==> src/rtl/q4mv_pkg.sv <==
package q4mv_pkg;

	localparam int unsigned WordW  = 64;
	localparam int unsigned ScaleW = 16;
	localparam int unsigned WgtW   = 128;
	localparam int unsigned ActW   = 256;
	localparam int unsigned DotW   = 17;
	localparam int unsigned LaneW  = 15;
	localparam int unsigned ProdW  = 27;
	localparam int unsigned MagW   = 56;
	localparam int unsigned NumSteps = 4;
	localparam int unsigned StepW  = 2;

	localparam logic [4:0] ExpSpecial = 5'h1F;
	localparam logic signed [WordW-1:0] SumMax = {1'b0, {(WordW-1){1'b1}}};
	localparam logic signed [WordW-1:0] SumMin = {1'b1, {(WordW-1){1'b0}}};

	typedef struct packed {
		logic             load;
		logic             dot_step;
		logic [StepW-1:0] dot_idx;
		logic             mul;
		logic             shift;
		logic             acc;
	} q4mv_cmd_t;

	typedef struct packed {
		logic last;
		logic out_busy;
	} q4mv_stat_t;

endpackage

==> src/rtl/q4mv_ctrl.sv <==
module q4mv_ctrl
	import q4mv_pkg::*;
(
	input  logic       clk,
	input  logic       arst_n,
	input  logic       blk_valid,
	output logic       blk_ready,
	input  q4mv_stat_t stat,
	output q4mv_cmd_t  cmd
);

	typedef enum logic [2:0] {
		ST_IDLE,
		ST_DOT,
		ST_MUL,
		ST_SHIFT,
		ST_ACC
	} state_t;

	state_t           state_q;
	logic [StepW-1:0] step_q;
	logic             acc_go;

	assign blk_ready = (state_q == ST_IDLE);
	assign acc_go    = (state_q == ST_ACC) && !(stat.last && stat.out_busy);

	always_comb begin
		cmd          = '0;
		cmd.load     = blk_valid && blk_ready;
		cmd.dot_step = (state_q == ST_DOT);
		cmd.dot_idx  = step_q;
		cmd.mul      = (state_q == ST_MUL);
		cmd.shift    = (state_q == ST_SHIFT);
		cmd.acc      = acc_go;
	end

	always_ff @(posedge clk or negedge arst_n) begin
		if (!arst_n) begin
			state_q <= ST_IDLE;
			step_q  <= '0;
		end else begin
			case (state_q)
				ST_IDLE: begin
					step_q <= '0;
					if (blk_valid) state_q <= ST_DOT;
				end
				ST_DOT: begin
					step_q <= step_q + 1'b1;
					if (step_q == StepW'(NumSteps - 1)) state_q <= ST_MUL;
				end
				ST_MUL:   state_q <= ST_SHIFT;
				ST_SHIFT: state_q <= ST_ACC;
				ST_ACC: begin
					if (acc_go) state_q <= ST_IDLE;
				end
				default:  state_q <= ST_IDLE;
			endcase
		end
	end

endmodule

==> src/rtl/q4mv_dp.sv <==
module q4mv_dp
	import q4mv_pkg::*;
(
	input  logic                    clk,
	input  logic                    arst_n,
	input  q4mv_cmd_t               cmd,
	output q4mv_stat_t              stat,
	input  logic [ScaleW-1:0]       scale_bits,
	input  logic [WordW-1:0]        weights_lo,
	input  logic [WordW-1:0]        weights_hi,
	input  logic [WordW-1:0]        act_word0,
	input  logic [WordW-1:0]        act_word1,
	input  logic [WordW-1:0]        act_word2,
	input  logic [WordW-1:0]        act_word3,
	input  logic                    last_block,
	output logic                    sum_valid,
	input  logic                    sum_ready,
	output logic signed [WordW-1:0] row_sum,
	output logic                    overflowed,
	output logic                    invalid_scale
);

	// 8 lanes: nibble i of w pairs with activation byte i of a
	function automatic logic signed [LaneW-1:0] lane_sum(logic [31:0] w, logic [63:0] a);
		logic signed [4:0]       wn;
		logic signed [7:0]       av;
		logic signed [12:0]      p;
		logic signed [LaneW-1:0] s;
		s = '0;
		for (int i = 0; i < 8; i++) begin
			wn = $signed({1'b0, w[4*i +: 4]}) - 5'sd8;
			av = $signed(a[8*i +: 8]);
			p  = 13'(wn) * 13'(av);
			s  = s + LaneW'(p);
		end
		return s;
	endfunction

	logic [ScaleW-1:0]       scale_q;
	logic [WgtW-1:0]         wgt_q;
	logic [ActW-1:0]         act_q;
	logic                    last_q;
	logic signed [DotW-1:0]  dot_q;
	logic [ProdW-1:0]        prod_q;
	logic [4:0]              sh_q;
	logic                    neg_q;
	logic                    inv_q;
	logic signed [WordW-1:0] contrib_q;
	logic signed [WordW-1:0] acc_q;
	logic                    ovf_seen_q;
	logic                    inv_seen_q;
	logic                    out_valid_q;
	logic signed [WordW-1:0] out_sum_q;
	logic                    out_ovf_q;
	logic                    out_inv_q;

	logic [4:0]              ex;
	logic [10:0]             mant;
	logic [DotW-1:0]         mag_dot;
	logic [MagW-1:0]         mag;
	logic signed [WordW:0]   sum_w;
	logic                    ovf;
	logic signed [WordW-1:0] acc_nxt;
	logic                    ovf_nxt;
	logic                    inv_nxt;

	assign stat.last     = last_q;
	assign stat.out_busy = out_valid_q && !sum_ready;

	assign sum_valid     = out_valid_q;
	assign row_sum       = out_sum_q;
	assign overflowed    = out_ovf_q;
	assign invalid_scale = out_inv_q;

	always_comb begin
		ex = scale_q[14:10];
		if (ex == ExpSpecial) mant = '0;
		else if (ex == 5'd0)  mant = {1'b0, scale_q[9:0]};
		else                  mant = {1'b1, scale_q[9:0]};
		mag_dot = dot_q[DotW-1] ? DotW'(-dot_q) : DotW'(dot_q);
		mag     = MagW'(prod_q) << sh_q;
		sum_w   = {acc_q[WordW-1], acc_q} + {contrib_q[WordW-1], contrib_q};
		ovf     = sum_w[WordW] ^ sum_w[WordW-1];
		if (ovf) acc_nxt = sum_w[WordW] ? SumMin : SumMax;
		else     acc_nxt = sum_w[WordW-1:0];
		ovf_nxt = ovf_seen_q || ovf;
		inv_nxt = inv_seen_q || inv_q;
	end

	always_ff @(posedge clk) begin
		if (cmd.load) begin
			scale_q <= scale_bits;
			wgt_q   <= {weights_hi, weights_lo};
			act_q   <= {act_word3, act_word2, act_word1, act_word0};
			last_q  <= last_block;
			dot_q   <= '0;
		end else if (cmd.dot_step) begin
			dot_q <= dot_q + DotW'(lane_sum(wgt_q[32*cmd.dot_idx +: 32],
				act_q[64*cmd.dot_idx +: 64]));
		end
		if (cmd.mul) begin
			prod_q <= ProdW'(mant) * ProdW'(mag_dot);
			sh_q   <= (ex == 5'd0) ? 5'd0 : ex - 5'd1;
			neg_q  <= scale_q[15] ^ dot_q[DotW-1];
			inv_q  <= (ex == ExpSpecial);
		end
		if (cmd.shift) begin
			contrib_q <= neg_q ? -$signed(WordW'(mag)) : $signed(WordW'(mag));
		end
		if (cmd.acc && last_q) begin
			out_sum_q <= acc_nxt;
			out_ovf_q <= ovf_nxt;
			out_inv_q <= inv_nxt;
		end
	end

	always_ff @(posedge clk or negedge arst_n) begin
		if (!arst_n) begin
			acc_q       <= '0;
			ovf_seen_q  <= 1'b0;
			inv_seen_q  <= 1'b0;
			out_valid_q <= 1'b0;
		end else begin
			if (cmd.acc) begin
				if (last_q) begin
					acc_q      <= '0;
					ovf_seen_q <= 1'b0;
					inv_seen_q <= 1'b0;
				end else begin
					acc_q      <= acc_nxt;
					ovf_seen_q <= ovf_nxt;
					inv_seen_q <= inv_nxt;
				end
			end
			if (cmd.acc && last_q)         out_valid_q <= 1'b1;
			else if (sum_valid && sum_ready) out_valid_q <= 1'b0;
		end
	end

endmodule

==> src/rtl/q4_block_matvec_row_accumulator.sv <==
// Q4 block row accumulator.
// Block channel (blk_valid/blk_ready): one quantized weight block per item,
// fp16 scale, 16 packed weight bytes, 32 signed activations, last_block.
// Sum channel (sum_valid/sum_ready): one item per row, issued on the block
// marked last: row_sum (signed, 24 fraction bits, saturated), overflowed,
// invalid_scale.
// Each block passes through accept, 4 dot-product steps of 8 lanes each,
// scale multiply, exponent shift and saturating accumulate. blk_ready is
// high only while idle, so a new block is taken only once the last is done.
// The accumulate step of a last block loads its result into the output register.
// The result sits in an output register; the next block is accepted while
// it waits. If a later last block finishes while that result is still not
// taken, the accumulate step holds until sum_ready.
// Reset clears the accumulator, both flags and the output valid bit; the
// block is ready on the first cycle after reset.
module q4_block_matvec_row_accumulator
	import q4mv_pkg::*;
(
	input  logic                    clk,
	input  logic                    arst_n,
	input  logic                    blk_valid,
	output logic                    blk_ready,
	input  logic [ScaleW-1:0]       scale_bits,
	input  logic [WordW-1:0]        weights_lo,
	input  logic [WordW-1:0]        weights_hi,
	input  logic [WordW-1:0]        act_word0,
	input  logic [WordW-1:0]        act_word1,
	input  logic [WordW-1:0]        act_word2,
	input  logic [WordW-1:0]        act_word3,
	input  logic                    last_block,
	output logic                    sum_valid,
	input  logic                    sum_ready,
	output logic signed [WordW-1:0] row_sum,
	output logic                    overflowed,
	output logic                    invalid_scale
);

	q4mv_cmd_t  cmd;
	q4mv_stat_t stat;

	q4mv_ctrl u_ctrl (
		.clk       (clk),
		.arst_n    (arst_n),
		.blk_valid (blk_valid),
		.blk_ready (blk_ready),
		.stat      (stat),
		.cmd       (cmd)
	);

	q4mv_dp u_dp (
		.clk           (clk),
		.arst_n        (arst_n),
		.cmd           (cmd),
		.stat          (stat),
		.scale_bits    (scale_bits),
		.weights_lo    (weights_lo),
		.weights_hi    (weights_hi),
		.act_word0     (act_word0),
		.act_word1     (act_word1),
		.act_word2     (act_word2),
		.act_word3     (act_word3),
		.last_block    (last_block),
		.sum_valid     (sum_valid),
		.sum_ready     (sum_ready),
		.row_sum       (row_sum),
		.overflowed    (overflowed),
		.invalid_scale (invalid_scale)
	);

endmodule
==> config.mk <==
export PLATFORM = sky130hd
export DESIGN_NAME = q4_block_matvec_row_accumulator
export DESIGN_NICKNAME = d
export VERILOG_FILES = /design/src/rtl/q4mv_pkg.sv /design/src/rtl/q4mv_ctrl.sv /design/src/rtl/q4mv_dp.sv /design/src/rtl/q4_block_matvec_row_accumulator.sv
export SDC_FILE = /design/constraint.sdc
export NUM_CORES = 2
export LEC_CHECK = 0
export ABC_AREA = 1
export CAP_MARGIN = 20
export CORE_AREA = 2 2 366 368
export CTS_BUF_LIST = sky130_fd_sc_hd__clkbuf_16
export CTS_CLUSTER_SIZE = 20
export DETAILED_ROUTE_END_ITERATION = 10
export DIE_AREA = 0 0 368 370
export DONT_BUFFER_PORTS = 1
export GPL_ROUTABILITY_DRIVEN = 0
export PLACE_DENSITY = 0.63
export SLEW_MARGIN = 20
export SYNTH_ARGS = -nofsm -noshare
export SYNTH_HDL_FRONTEND = slang
export SYNTH_SLANG_ARGS = --single-unit
==> constraint.sdc <==
create_clock -name clk -period 10.6 [get_ports clk]
set_input_delay 0.53 -clock clk [delete_from_list [all_inputs] [get_ports clk]]
set_output_delay 0.53 -clock clk [all_outputs]
set_load 0.01 [all_outputs]
==> run summary <==
=================================================================================
Row cnt                                                                       134
Fill cell instance count of the final layout                                12407
Via density per instance                                                     5.20
Combined buffer and inverter count along the critical path                      6
I/O pins                                                                      473
Maximum clock rate                                                        100 MHz
Leading post-synthesis cells by cell area                            sky130_fd_sc_hd__edfxtp_1 32%, sky130_fd_sc_hd__fa_1 20%, sky130_fd_sc_hd__nand2_1 11%
Max Buffers Root-to-Sink                                                        3
Number of global-route vias before repair                                   42857
Die Wd                                                                     368 um
Fraction of final layout cells with drive strength greater than 1           5.12%
CTS Root Buffer Type                                                 sky130_fd_sc_hd__clkbuf_16
Number of nets in the layout                                                 7402
Sequential cell area                                                   19100 um^2
Yosys top cell area share                                                   32.2%
Fin Setup TNS                                                                0 ns
Worst reg2reg startpoint                                             u_ctrl.step_q[0]
Instance count of the mapped netlist                                         5842
Data required, critical path                                             11.17 ns
Area of the multi-input gates                                          29100 um^2
Count of flip-flops with a built-in enable after synthesis                    565
Setup crit start kind                                                   flip-flop
CTS tree                                                                    built
Max_slew headroom                                                           27.0%
# clock sinks                                                                 654
Routed via count                                                            41954
Synth unique cells                                                             63
Clock buffer count from CTS                                                    72
Setup violators final                                                           0
Unrepaired setup endpoints after global routing                                no
Startpoint of the lowest-slack hold path                                blk_valid
Final HPWL DP                                                              121 mm
Delay contributed by the slowest stage of the critical path               0.61 ns
Max Transition Viols Final                                                      0
Number of warning messages in the yosys log                                     0
Number of levels the H-tree was split into                                      3
All-layer global routing usage                                              22.8%
Port Buffer Count                                                               0
Detailed-route DRC error count                                                  0
Final antenna-violating net count                                               0
Area growth from synthesis to layout                                        16.5%
Top FF cell, synth                                                   sky130_fd_sc_hd__edfxtp_1
Area leader, netlist                                                 sky130_fd_sc_hd__edfxtp_1
Number of antenna violations at the first check in global routing               9
Mapped Area                                                            52600 um^2
Routed WL                                                                  157 mm
Library cell with the highest instance count after synthesis         sky130_fd_sc_hd__nand2_1
Crit. End Element                                                       flip-flop
Start point of the critical path                                     u_ctrl.step_q[0]
Crit Path Class                                                      flip-flop to flip-flop
Routed wirelength normalized by instance count                            19.5 um
Commonest cells post-synth                                           1584 x sky130_fd_sc_hd__nand2_1, 962 x sky130_fd_sc_hd__inv_1, 565 x sky130_fd_sc_hd__edfxtp_1
Maximum fanout count along the critical path                                  104
Global-route wire length before repair                                     241 mm
Starting Density                                                            39.7%
Final hold viol count                                                           0
Tightest Hold Check Type                                             primary input to flip-flop
Slowest stage cell on the critical path                              sky130_fd_sc_hd__fa_1
Initial drt markers                                                          3839
WP data arrival                                                          10.55 ns
Die H                                                                      370 um
Post-synthesis async set-or-reset flop share                                11.0%
Number of maximum-capacitance constraint violations                             0
Most common cell type on the critical path                           sky130_fd_sc_hd__nand2_1
Status                                                               finished, final reports clean
Synthesized netlist net count                                                7014
Clock slew seen by the registers of the worst setup and hold paths        0.06 ns
Total core area                                                       132000 um^2
Final period util                                                           94.1%
Tmin final                                                                9.97 ns
Top delay family on crit path                                         adder cells
Detailed-router iteration count before antenna repair                           6
Share of synthesized area occupied by flip-flops and latches                36.3%
Average cell area after synthesis                                       9.01 um^2
Largest net degree at the start of global routing                             151
Final setup skew                                                        0.0475 ns
Insertion delay of the later-clocked pin in the worst-skew pair           0.70 ns
Die area                                                              136000 um^2
Total grt overflow                                                              0
Flip-flop and latch count after synthesis                                     654
Worst-Margin Slew                                                         1.09 ns
=================================================================================
==> worst register-to-register path, delay by kind of cell (launching register included) <==
kind | cells | cell delay [ns]
AO/OA/AOI/OAI | 4 | 1.05
XOR/XNOR | 1 | 0.14
adder cells (fa/ha/maj) | 11 | 5.20
buffers and inverters | 6 | 1.13
flip-flops | 1 | 0.46
AND/OR/NAND/NOR | 18 | 1.84
==> logic make-up after synthesis <==
kind of cell / Yosys count / share of synthesized area [%]
and+or+nand+nor: 2570 / 20.6
xor gates and xnor gates: 152 / 2.53
adders and majority gates: 767 / 25.8
buffers and inverters: 1140 / 8.42
AOI/OAI and AO/OA: 559 / 6.40
DFF: 654 / 36.3
==> layer usage <==
| layer | global-route usage, % | part of all wire, % |
|---|---|---|
| met5 | 0 | 0.0051 |
| met4 | 8.61 | 4.0 |
| met3 | 3.82 | 7.4 |
| met2 | 39.3 | 49 |
| met1 | 28.7 | 39 |
==> final timing paths <==
path,to,slack [ns],cells after the start
min,u_ctrl.state_q[1],0.14,2
min reg2reg,u_dp.acc_q[45],0.49,2
max in group asynchronous,u_ctrl.step_q[0],9.78,2
min in group asynchronous,u_dp.acc_q[4],0.40,2
max reg2reg,u_dp.dot_q[16],0.63,40
max,u_dp.dot_q[16],0.63,40
==> flip-flops by register name, indices dropped and copies added (netlist names), 5 cells and up <==
signal,cells
u_dp.sh_q,5
u_dp.scale_q,16
u_dp.dot_q,17
u_dp.prod_q,27
u_dp.act_q,256
u_dp.wgt_q,128
u_dp.row_sum,64
u_dp.acc_q,64
u_dp.contrib_q,64
==> timing repair <==
| item | in CTS | in global routing |
|---|---|---|
| hold endpoints to repair | 474 | 0 |
| setup endpoints to repair | 0 | 1 |
| setup buffers | 0 | 0 |
| resized for setup | 0 | 5 |
| hold buffers | 404 | 0 |
==> through the flow <==
| stage | std cells | setup WS (ns) | utilization [%] | instance area, um^2 | hold WS [ns] |
|---|---|---|---|---|---|
| final | 8065 | 0.625 | 46.3 | 61300 | 0.144 |
| after global routing | 8061 | 0.0499 | 46.3 | 61300 | 0.130 |
| after global placement | 7520 | 0.634 | 41.3 | 54800 | 0.242 |
| after CTS | 8053 | 0.592 | 46.2 | 61200 | 0.0942 |
| after floorplan | 5842 | 0.984 | - | 52600 | 0.234 |
| after detailed placement | 7520 | 0.681 | 41.3 | 54800 | 0.242 |
==> cell usage in the layout (no fill, tap or decap), types with 8 or more instances in the layout <==
cell type,count
sky130_fd_sc_hd__a32o_1,10
sky130_fd_sc_hd__nand3_2,51
sky130_fd_sc_hd__nand2_1,1583
sky130_fd_sc_hd__ha_1,237
sky130_fd_sc_hd__nor3_1,31
sky130_fd_sc_hd__buf_4,67
sky130_fd_sc_hd__dlygate4sd3_1,403
sky130_fd_sc_hd__xor2_1,108
sky130_fd_sc_hd__nand4_1,25
sky130_fd_sc_hd__nor2_1,493
sky130_fd_sc_hd__clkbuf_16,72
sky130_fd_sc_hd__bufinv_16,8
sky130_fd_sc_hd__dfxtp_1,17
sky130_fd_sc_hd__edfxtp_1,565
sky130_fd_sc_hd__diode_2,12
sky130_fd_sc_hd__nor2_2,16
sky130_fd_sc_hd__nor4_1,10
sky130_fd_sc_hd__nand3_1,281
sky130_fd_sc_hd__nand3b_1,14
sky130_fd_sc_hd__inv_1,971
sky130_fd_sc_hd__o21bai_1,16
sky130_fd_sc_hd__a21o_1,13
sky130_fd_sc_hd__a32oi_1,78
sky130_fd_sc_hd__a31oi_1,12
sky130_fd_sc_hd__dfrtp_1,71
sky130_fd_sc_hd__a21oi_1,240
sky130_fd_sc_hd__o211ai_1,15
sky130_fd_sc_hd__clkinv_1,19
sky130_fd_sc_hd__xnor2_1,44
sky130_fd_sc_hd__inv_2,9
sky130_fd_sc_hd__o21ai_0,139
sky130_fd_sc_hd__fa_1,530
sky130_fd_sc_hd__nand2_2,30
==> layout make-up <==
cell class	count	share of cell area, %
multi-input cells	4048	47.5
flip-flops and latches	654	31.2
repair buffers	477	7.64
inverters	977	6.02
well taps	1768	3.61
clock buffers	72	2.94
clock inverters	57	1.02
diodes	12	0.0490
Power is not shown: default switching activity piles up to over one toggle a cycle in this logic, so the estimate is an artifact.
